File: src/rtl/core/nfv5_pkg.sv
package nfv5_pkg;

    localparam logic MODE_HEADER = 1'b0;
    localparam logic MODE_FLOW   = 1'b1;

    localparam int CFG_INDEX_W = 2;
    localparam logic [CFG_INDEX_W-1:0] REG_BASE_INTERVAL   = 2'd0;
    localparam logic [CFG_INDEX_W-1:0] REG_FORCED_SAMPLING = 2'd1;

    localparam logic [7:0]  ICMP_PROTO    = 8'd1;
    localparam logic [31:0] WRAP_WINDOW   = 32'd100000;
    localparam logic [31:0] MS_PER_S      = 32'd1000;
    // ceil(2^50 / 10^6): exact quotient for any 32-bit dividend
    localparam logic [31:0] NS_TO_MS_RECIP = 32'd1125899907;
    localparam int          NS_TO_MS_SHIFT = 50;
    localparam int          MS_QUOT_W      = 13;
    localparam int          SAMPLE_W       = 14;

    localparam int QUEUE_DEPTH = 4;
    localparam int QUEUE_PTR_W = $clog2(QUEUE_DEPTH);
    localparam int QUEUE_CNT_W = $clog2(QUEUE_DEPTH + 1);

    typedef struct packed {
        logic        kind;
        logic        header_error;
        logic        sequence_gap;
        logic [31:0] gap_total;
        logic        sampled;
        logic [31:0] interval;
        logic [31:0] word_a;
        logic [31:0] word_b;
        logic [31:0] word_c;
        logic [31:0] word_d;
        logic [15:0] source_port;
        logic [15:0] dest_port;
        logic [1:0]  start_wraps;
        logic        end_wrap;
    } entry_t;

    typedef struct packed {
        logic full;
        logic empty;
    } queue_status_t;

endpackage

File: src/rtl/core/nfv5_front.sv
module nfv5_front #(
    parameter int unsigned MAX_RECORDS = 30
) (
    input  logic                           clk,
    input  logic                           rst_n,
    input  logic                           cfg_valid,
    input  logic [nfv5_pkg::CFG_INDEX_W-1:0] cfg_index,
    input  logic [31:0]                    cfg_data,
    input  logic                           item_valid,
    output logic                           item_ready,
    input  logic                           mode,
    input  logic [31:0]                    word_a,
    input  logic [31:0]                    word_b,
    input  logic [31:0]                    word_c,
    input  logic [31:0]                    word_d,
    input  logic [15:0]                    half_a,
    input  logic [15:0]                    half_b,
    input  logic [7:0]                     protocol,
    input  nfv5_pkg::queue_status_t        q_status,
    output logic                           q_push,
    output nfv5_pkg::entry_t               q_entry
);

    logic [31:0] base_interval_reg;
    logic [31:0] forced_sampling_reg;
    logic        seen_header_reg,   seen_header_next;
    logic        header_valid_reg,  header_valid_next;
    logic        seq_seeded_reg,    seq_seeded_next;
    logic [31:0] prev_sequence_reg, prev_sequence_next;
    logic [15:0] prev_count_reg,    prev_count_next;
    logic [31:0] failure_count_reg, failure_count_next;
    logic [31:0] uptime_ms_reg,     uptime_ms_next;
    logic [31:0] interval_reg,      interval_next;

    logic        accept;
    logic [31:0] hdr_interval;
    logic [31:0] seq_dist;
    logic [31:0] up_diff;
    logic        late_wrap;
    logic        first_after_last;
    logic        icmp_fix;

    assign item_ready = !q_status.full;
    assign accept     = item_valid && item_ready;

    always_ff @(posedge clk or negedge rst_n)
    begin
        if (!rst_n)
        begin
            base_interval_reg   <= 32'd1;
            forced_sampling_reg <= 32'd0;
        end
        else if (cfg_valid)
        begin
            unique case (cfg_index)
                nfv5_pkg::REG_BASE_INTERVAL:   base_interval_reg   <= cfg_data;
                nfv5_pkg::REG_FORCED_SAMPLING: forced_sampling_reg <= cfg_data;
                default: ;
            endcase
        end
    end

    always_comb
    begin
        hdr_interval = {{(32-nfv5_pkg::SAMPLE_W){1'b0}}, half_b[nfv5_pkg::SAMPLE_W-1:0]};
        if (hdr_interval == 32'd0)
            hdr_interval = base_interval_reg;
        if (forced_sampling_reg != 32'd0)
            hdr_interval = forced_sampling_reg;
    end

    assign seq_dist         = word_a - prev_sequence_reg;
    assign up_diff          = word_b - uptime_ms_reg;
    assign late_wrap        = (word_b > uptime_ms_reg) && (up_diff > nfv5_pkg::WRAP_WINDOW);
    assign first_after_last = word_a > word_b;
    assign icmp_fix         = (protocol == nfv5_pkg::ICMP_PROTO) && (half_a != 16'd0);

    always_comb
    begin
        seen_header_next   = seen_header_reg;
        header_valid_next  = header_valid_reg;
        seq_seeded_next    = seq_seeded_reg;
        prev_sequence_next = prev_sequence_reg;
        prev_count_next    = prev_count_reg;
        failure_count_next = failure_count_reg;
        uptime_ms_next     = uptime_ms_reg;
        interval_next      = interval_reg;
        q_push             = 1'b0;

        q_entry              = '0;
        q_entry.kind         = mode;
        q_entry.interval     = interval_reg;
        q_entry.word_a       = word_a;
        q_entry.word_b       = word_b;
        q_entry.word_c       = word_c;
        q_entry.word_d       = word_d;
        q_entry.gap_total    = failure_count_reg;

        if (mode == nfv5_pkg::MODE_HEADER)
        begin
            q_push = accept;
            if (!seen_header_reg)
            begin
                interval_next    = hdr_interval;
                seen_header_next = 1'b1;
            end
            if (half_a > 16'(MAX_RECORDS))
            begin
                header_valid_next    = 1'b0;
                q_entry.header_error = 1'b1;
            end
            else
            begin
                if (!seq_seeded_reg)
                    seq_seeded_next = 1'b1;
                else if (seq_dist != {16'd0, prev_count_reg})
                begin
                    q_entry.sequence_gap = 1'b1;
                    if (failure_count_reg != 32'hffff_ffff)
                        failure_count_next = failure_count_reg + 32'd1;
                end
                prev_sequence_next = word_a;
                prev_count_next    = half_a;
                uptime_ms_next     = word_b;
                header_valid_next  = 1'b1;
                q_entry.gap_total  = failure_count_next;
            end
        end
        else
        begin
            q_push              = accept && header_valid_reg;
            q_entry.sampled     = interval_reg != 32'd1;
            q_entry.source_port = icmp_fix ? 16'd0 : half_a;
            q_entry.dest_port   = icmp_fix ? {half_a[7:0], half_a[15:8]} : half_b;
            q_entry.start_wraps = {1'b0, first_after_last} + {1'b0, late_wrap};
            q_entry.end_wrap    = late_wrap;
        end
    end

    always_ff @(posedge clk or negedge rst_n)
    begin
        if (!rst_n)
        begin
            seen_header_reg   <= 1'b0;
            header_valid_reg  <= 1'b0;
            seq_seeded_reg    <= 1'b0;
            prev_sequence_reg <= 32'd0;
            prev_count_reg    <= 16'd0;
            failure_count_reg <= 32'd0;
            uptime_ms_reg     <= 32'd0;
            interval_reg      <= 32'd1;
        end
        else if (accept)
        begin
            seen_header_reg   <= seen_header_next;
            header_valid_reg  <= header_valid_next;
            seq_seeded_reg    <= seq_seeded_next;
            prev_sequence_reg <= prev_sequence_next;
            prev_count_reg    <= prev_count_next;
            failure_count_reg <= failure_count_next;
            uptime_ms_reg     <= uptime_ms_next;
            interval_reg      <= interval_next;
        end
    end

endmodule

File: config.mk
export PLATFORM = sky130hd
export DESIGN_NAME = nfv5_front
export DESIGN_NICKNAME = d
export VERILOG_FILES = /design/src/rtl/core/nfv5_pkg.sv /design/src/rtl/core/nfv5_front.sv
export SDC_FILE = /design/constraint.sdc
export NUM_CORES = 1
export LEC_CHECK = 0
export BUFFER_PORTS_ARGS = -buffer_cell sky130_fd_sc_hd__clkbuf_2
export CAP_MARGIN = 0
export CORE_MARGIN = 4
export CORE_UTILIZATION = 30
export CTS_CLUSTER_DIAMETER = 100
export DETAILED_ROUTE_END_ITERATION = 10
export SLEW_MARGIN = 10
export SYNTH_ARGS = -nofsm -noshare
export SYNTH_HDL_FRONTEND = slang
export SYNTH_SLANG_ARGS = --single-unit
File: constraint.sdc
create_clock -name clk -period 10.63 [get_ports clk]
set_clock_uncertainty 0.05 [all_clocks]
set_input_delay 3.189 -clock clk [delete_from_list [all_inputs] [get_ports clk]]
set_output_delay 3.189 -clock clk [all_outputs]
set_load 0.005 [all_outputs]
=== Yosys cells after proc, flatten, opt, wreduce, memory -nomap -nowiden ===
Index checks and enable logic that the tools add are counted.

* Register bits: 211
* Input port bits: 209
* Output and inout port bits: 233
* Logic and storage cells: 56

* $add $sub $neg: 4
* $lt $le $gt $ge: 4
* Equality and inequality tests: 5
* Mux-type cells: 16
* Bitwise gates (word level): 3
* Reductions and logical operators: 14

{| class="wikitable"
|+ Operator list
! kind !! count
|-
| two-way mux 32 bit || 5
|-
| greater-than comparator 32 bit || 2
|-
| subtractor 32 bit || 2
|-
| two-way mux 35 bit || 1
|-
| two-way mux 34 bit || 1
|-
| two-way mux 33 bit || 1
|-
| adder 32 x 1 -> 32 bit, second input constant || 1
|-
| greater-than comparator 32 x 17 -> 1 bit, second input constant || 1
|-
| two-way mux 16 bit || 2
|-
| inequality test 32 x 1 -> 1 bit, second input constant || 1
|-
| inequality test 32 x 16 -> 1 bit || 1
|-
| inequality test 32 bit, second input constant || 1
|-
| nonzero test 32 bit || 1
|-
| greater-than comparator 16 x 5 -> 1 bit, second input constant || 1
|-
| nonzero test 16 bit || 1
|-
| zero test 14 bit || 1
|-
| == test 8 x 1 -> 1 bit, second input constant || 1
|-
| two-way mux 1 bit || 6
|-
| AND reduction 2 bit || 3
|-
| AND reduction 3 bit || 2
|-
| logical AND 1 bit || 4
|-
| NOT 1 bit || 3
|-
| adder 1 x 1 -> 2 bit || 1
|-
| == test 2 x 1 -> 1 bit, second input constant || 1
|-
| other kinds (2) || 2
|}

=== Depth between registers and ports, before layout ===
Gate-level depths: netlist (run 1).

* Word-level depth: 6
* Mapped depth: 16
* Gate-level depth less buffers: 16

=== Worst setup path before layout (run 1) ===
Ideal clock, no wire load.

* Path type: input -> output
* Start: in word_a[0]
* End: out q_entry[197] (netlist bit)
* Arrival time: 6.255 ns
* Data required time: 7.391 ns
* Slack: 1.136 ns
* Stages on the path: 15
* Path buffers: 0
* Cells stage by stage: inv_1 ha_1 inv_1 fa_1 a21oi_1 o221ai_2 a41oi_1 a21oi_2 a21oi_2 xor2_1 nand4_1 nand4bb_4 nor4_4 nor3_2 mux2_1

{| class="wikitable"
|+ RTL lines
! what !! RTL line !! source
|-
| start: declaration || nfv5_front.sv:12 || <nowiki>input logic [31:0] word_a,</nowiki>
|-
| end: declaration || nfv5_front.sv:21 || <nowiki>output nfv5_pkg::entry_t q_entry</nowiki>
|}

==> out/qor.txt, run 1 <==
Status = completed
Number of detailed-route iterations in the first pass = 5
Fill cells = 5,481
CP arrival = 7.09 ns
DRC violations left = 0
Pre-CTS WS = 0.314 ns
Worst stage delay on the critical path = 0.41 ns
Placed cells = 2,707
Hold slack = 0.440 ns
Placed cell area = 17,300 sq um
Commonest non-fill, non-tap cell in the layout = clkbuf_2
Vias in the first global route = 13,826
DIE HEIGHT = 239 um
Die Width = 239 um
Num rows = 84
Final Cycle Share = 0.971
Setup crit start kind = input port
Core Box Area = 52,700 sq um
Total Wirelength = 49,700 um
Layout Cells excl Fill = 2,752
CTS buffer count = 27
Warning count from the yosys run = 0
DRT antenna net count = 0
WP data required = 7.39 ns
Initial antenna violation count = 0
Num ports = 442
Setup-failing EPs final = 0
Nets = 2,356
Mapped Cells = 1,889
Largest net degree at the start of global routing = 119
Worst-path maximum fanout = 40
Share of cells above drive strength 1 = 0.229
Worst Tran Pin Value = 1.01 ns
P&R area growth vs syn = 13.6%
WL/cell = 18.1 um
First DRT Iteration DRCs = 797
Power Dens Cells = 123 nW/um^2
Drt via density = 5.15
Setup TNS = 0 ns
Antenna diodes = 0
Average size of a mapped cell = 8.47 sq um
Post-synthesis sequential area ratio = 0.330
Max Fclk = 0.0969 GHz
Post-DP HPWL = 38,600 um
Post-synth design cell area = 16,000 sq um
CP top delay family = compound AO/OA/AOI/OAI gates
Die Footprint = 57,100 sq um
Max-slew violations = 0
Buffers on Ports = 312
Root buf cell = clkbuf_16
WP buf/inv = 6
Post-synth ARST share = 1.00
Relative slew slack = 0.327
Final Hold Fails = 0
Clock Latency Late Sink = 0.56 ns
First-pass GRT wire length = 77,000 um
Peak VDD IR = 0.114 mV
EDFF count, synth = 0
Routed vias = 14,167
CP endpoint kind = output pin
Max cap viols = 0
Initial core utilization = 0.304
Tmin final = 10.32 ns
Cell area after layout = 18,200 sq um
Most frequent cells in the layout = clkbuf_2, dfrtp_1, nand2_1
Grt total ovfl = 0
Leak Pwr = 8.96 nW
Number of synthesized register bits = 211
Setup ws final = 0.305 ns
Top FF cell, synth = dfrtp_1
Synthesized Nets = 2,197
GRT Util Overall = 0.165
Routability cong. = 0.920
CTS Buffer Depth = 3
Crit path max-delay cell type = fa_1
Clock slew at reported path FFs = 0.05 ns
WS Path Type = in -> out
RSZ-0062 raised after global routing = false
Num Clock Sinks = 211
H-tree Lvls = 1
Critical path cell sequence = clkbuf_2, inv_1, ha_1, inv_1, fa_1, a21oi_1, o221ai_2, a41oi_2, a21oi_2, a21oi_2, xor2_1, nand4_1, nand4bb_4, nor4_4, buf_12, buf_4, nor4_1, xor2_1, clkbuf_2
Worst hold path class = reg -> reg
CTS tree = built
Synth cell types = 77
## synthesized netlist by cell type, drive strengths merged (7+ instances only)
cell type / number / area [sq um]
dfrtp: 209 / 5230
nand2: 168 / 633
buf: 152 / 1130
a21oi: 146 / 742
nor2: 138 / 518
inv: 126 / 473
o21ai: 112 / 561
ha: 97 / 1210
xor2: 81 / 709
mux2: 70 / 788
nor3: 65 / 340
clkbuf: 56 / 211
nor4: 54 / 353
nand3: 44 / 220
nand4: 44 / 275
and2: 40 / 253
a21o: 33 / 248
xnor2: 26 / 228
mux2i: 23 / 230
o21a: 20 / 150
a31oi: 16 / 100
nand2b: 16 / 100
and3: 15 / 93.8
a211oi: 10 / 87.6
nor3b: 10 / 86.3
nor2b: 9 / 56.3
and4: 8 / 70.1
o211ai: 8 / 60.1
nor4b: 7 / 61.3
or2: 7 / 43.8
## layout make-up
type | count | area [sq um] | area share
clock buffers | 40 | 785 | 0.0431
clock inverters | 5 | 56.3 | 0.00310
inverters | 126 | 473 | 0.0260
multi-input cells | 1344 | 8950 | 0.492
flip-flops and latches | 211 | 5280 | 0.291
well taps | 688 | 861 | 0.0473
repair buffers | 338 | 1780 | 0.0979
## path summary, 6_finish.rpt
kind,slack [ns],cells past startpoint,to,from
min,0.44,2,prev_sequence_reg[0]$_DFFE_PN0P_,prev_sequence_reg[0]$_DFFE_PN0P_
max in group asynchronous,6.51,2,base_interval_reg[27]$_DFFE_PN0P_,rst_n
min in group asynchronous,2.53,1,uptime_ms_reg[21]$_DFFE_PN0P_,rst_n
min reg2reg,0.44,2,prev_sequence_reg[0]$_DFFE_PN0P_,prev_sequence_reg[0]$_DFFE_PN0P_
max,0.31,19,q_entry[208],word_a[0]
max reg2reg,6.70,16,failure_count_reg[11]$_DFFE_PN0P_,prev_sequence_reg[0]$_DFFE_PN0P_
## worst register-to-register path, stage by stage (launching register included)
cell	delay [ns]
dfrtp_1	0.34
ha_1	0.17
inv_1	0.05
fa_1	0.41
a21oi_1	0.26
o221ai_2	0.26
a41oi_2	0.30
a21oi_2	0.15
a21oi_2	0.19
xor2_1	0.21
nand4_1	0.15
nand4bb_4	0.30
nor4_4	0.23
buf_12	0.24
buf_4	0.25
nor3_1	0.07
xor2_1	0.17
## per-layer routing
layer	up-vias	global-route usage	share of wire
met2	466	0.281	0.47
met1	6756	0.218	0.44
met3	84	0.0285	0.055
met4	0	0.0442	0.027
li1	6861	-	-
met5	-	0.000842	0
## report_power, final
| part | internal (mW) | switching (mW) | leakage [nW] |
|---|---|---|---|
| combinational | 0.178 | 0.215 | 6.14 |
| clock | 0.528 | 0.358 | 0.411 |
| sequential | 0.892 | 0.0678 | 2.41 |
## kinds of logic after synthesis
| kind of cell | share of synthesized area |
|---|---|
| simple gates | 0.203 |
| compound gates | 0.153 |
| buf+inv | 0.113 |
| flops | 0.330 |
| xor+xnor | 0.0586 |
| fa+ha+maj | 0.0783 |
| mux | 0.0636 |
## through the flow
step,util,power [mW]
floorplan,-,1.20
global placement,0.329,1.36
detailed placement,0.329,1.37
CTS,0.345,2.28
global route,0.345,2.36
finish,0.345,2.24
## timing repair
action | CTS | global route
gates resized for setup | 0 | 2
endpoints found under the setup margin | 0 | 8
hold buffers | 0 | 0
setup buffers | 0 | 0
No activity file was read; power rests on OpenSTA's default activity.
==> run 2, diff against run 1 <==
- CORE_UTILIZATION: 30 -> 54
- PLACE_DENSITY: default -> 0.82
==> out/qor.txt, run 2 (synthesis results as in run 1) <==
Core Box Area = 28,900 sq um
H-tree Lvls = 1
Share of cells above drive strength 1 = 0.223
Post-CTS Setup Inserts = 0
Max Fclk = 0.0969 GHz
Routability cong. = 0.925
Grt total ovfl = 0
Clock Latency Late Sink = 0.53 ns
Relative slew slack = 0.224
Final Hold Fails = 0
Number of detailed-route iterations in the first pass = 5
Commonest non-fill, non-tap cell in the layout = clkbuf_2
Nets = 2,339
GRT Util Overall = 0.276
Critical path cell sequence = clkbuf_2, inv_1, ha_1, inv_1, fa_1, a21oi_1, o221ai_2, a41oi_1, a21oi_2, a21oi_2, xor2_1, nand4_1, nand4bb_4, nor4_4, buf_12, nor3_2, mux2_1, clkbuf_2
Peak VDD IR = 0.143 mV
Num Clock Sinks = 211
WL/cell = 19.3 um
DRC violations left = 0
DRT antenna net count = 0
Status = completed
Most frequent cells in the layout = clkbuf_2, dfrtp_1, nand2_1
WS Path Type = in -> out
PnR Total Power = 2.23 mW
Reg2reg path depth = 15
Worst stage delay on the critical path = 0.40 ns
First-pass GRT wire length = 74,700 um
Total Wirelength = 47,000 um
Largest net degree at the start of global routing = 134
Worst hold path class = reg -> reg
CTS tree = built
Vias in the first global route = 14,161
Buffers on Ports = 312
Initial antenna violation count = 1
Tmin final = 10.32 ns
Worst Tran Pin Value = 1.16 ns
Drt via density = 5.88
CP arrival = 7.08 ns
Final Util = 0.611
Initial core utilization = 0.553
DIE HEIGHT = 180 um
Leak Pwr = 8.88 nW
CTS buffer count = 24
Post-DP HPWL = 35,800 um
Num ports = 442
CP endpoint kind = output pin
Final Cycle Share = 0.971
Max-slew violations = 0
Max cap viols = 0
Multi-input gate area = 8940 sq um
Worst-path maximum fanout = 62
P&R area growth vs syn = 10.5%
Clock slew at reported path FFs = 0.06 ns
Num rows = 62
Die Footprint = 32,500 sq um
WHS Path Cells = 2
First DRT Iteration DRCs = 1,047
Setup crit start kind = input port
Seq. cell area = 5280 sq um
Power Dens Cells = 126 nW/um^2
RSZ-0062 raised after global routing = false
Fill cells = 2,494
Setup TNS = 0 ns
Setup-failing EPs final = 0
Root buf cell = clkbuf_16
Crit path max-delay cell type = fa_1
Routed vias = 14,309
CTS Buffer Depth = 3
WP data required = 7.39 ns
Die Width = 180 um
==> run 2: final cells by class <==
| type | instances | share of cell area |
|---|---|---|
| Tap cell | 384 | 0.0272 |
| Clock buffer | 39 | 0.0423 |
| Antenna cell | 1 | 0.000142 |
| Inverter | 126 | 0.0268 |
| Multi-Input combinational cell | 1344 | 0.506 |
| Clock inverter | 5 | 0.00446 |
| Sequential cell | 211 | 0.299 |
| Timing Repair Buffer | 324 | 0.0947 |
==> run 2: worst paths after layout <==
kind / start / slack, ns / to
max: word_a[0] / 0.31 / q_entry[197]
min: prev_count_reg[0]$_DFFE_PN0P_ / 0.44 / prev_count_reg[0]$_DFFE_PN0P_
max reg2reg: prev_sequence_reg[0]$_DFFE_PN0P_ / 6.61 / failure_count_reg[1]$_DFFE_PN0P_
min reg2reg: prev_count_reg[0]$_DFFE_PN0P_ / 0.44 / prev_count_reg[0]$_DFFE_PN0P_
max in group asynchronous: rst_n / 6.00 / base_interval_reg[8]$_DFFE_PN0P_
min in group asynchronous: rst_n / 2.62 / prev_sequence_reg[25]$_DFFE_PN0P_
==> run 2: per-stage QoR <==
stage / cell area (sq um) / instances / worst slack, ns / hold WS [ns]
floorplan: 16000 / 1889 / 1.14 / 0.385
global placement: 16800 / 2389 / 0.343 / 0.422
detailed placement: 16800 / 2389 / 0.340 / 0.428
CTS: 17700 / 2433 / 0.304 / 0.445
global route: 17700 / 2434 / 0.000622 / 0.463
finish: 17700 / 2434 / 0.308 / 0.444
==> run 2: timing repair <==
| item | CTS | global route |
|---|---|---|
| hold buffers | 0 | 0 |
| endpoints found under the hold margin | 0 | 0 |
| gates resized for setup | 0 | 1 |
| endpoints found under the setup margin | 0 | 1 |
==> run 2: metal layers <==
metal	part of all wire	vias up	global-route usage	routed length [um]
met5	0	-	0.00148	0
met4	0.034	0	0.0935	1610
met3	0.074	123	0.0511	3500
met2	0.49	635	0.479	22900
met1	0.40	6754	0.348	19000
li1	-	6797	-	-
==> run 2: power breakdown <==
part / internal (mW) / switching (mW)
combinational: 0.176 / 0.215
clock: 0.528 / 0.341
sequential: 0.891 / 0.0737
==> run 2: critical path, delay by kind of cell <==
family,cells,cell delay [ns]
mux,1,0.34
compound gates,5,1.24
xor+xnor,1,0.23
fa+ha+maj,2,0.59
simple gates,4,0.75
buf+inv,5,0.69
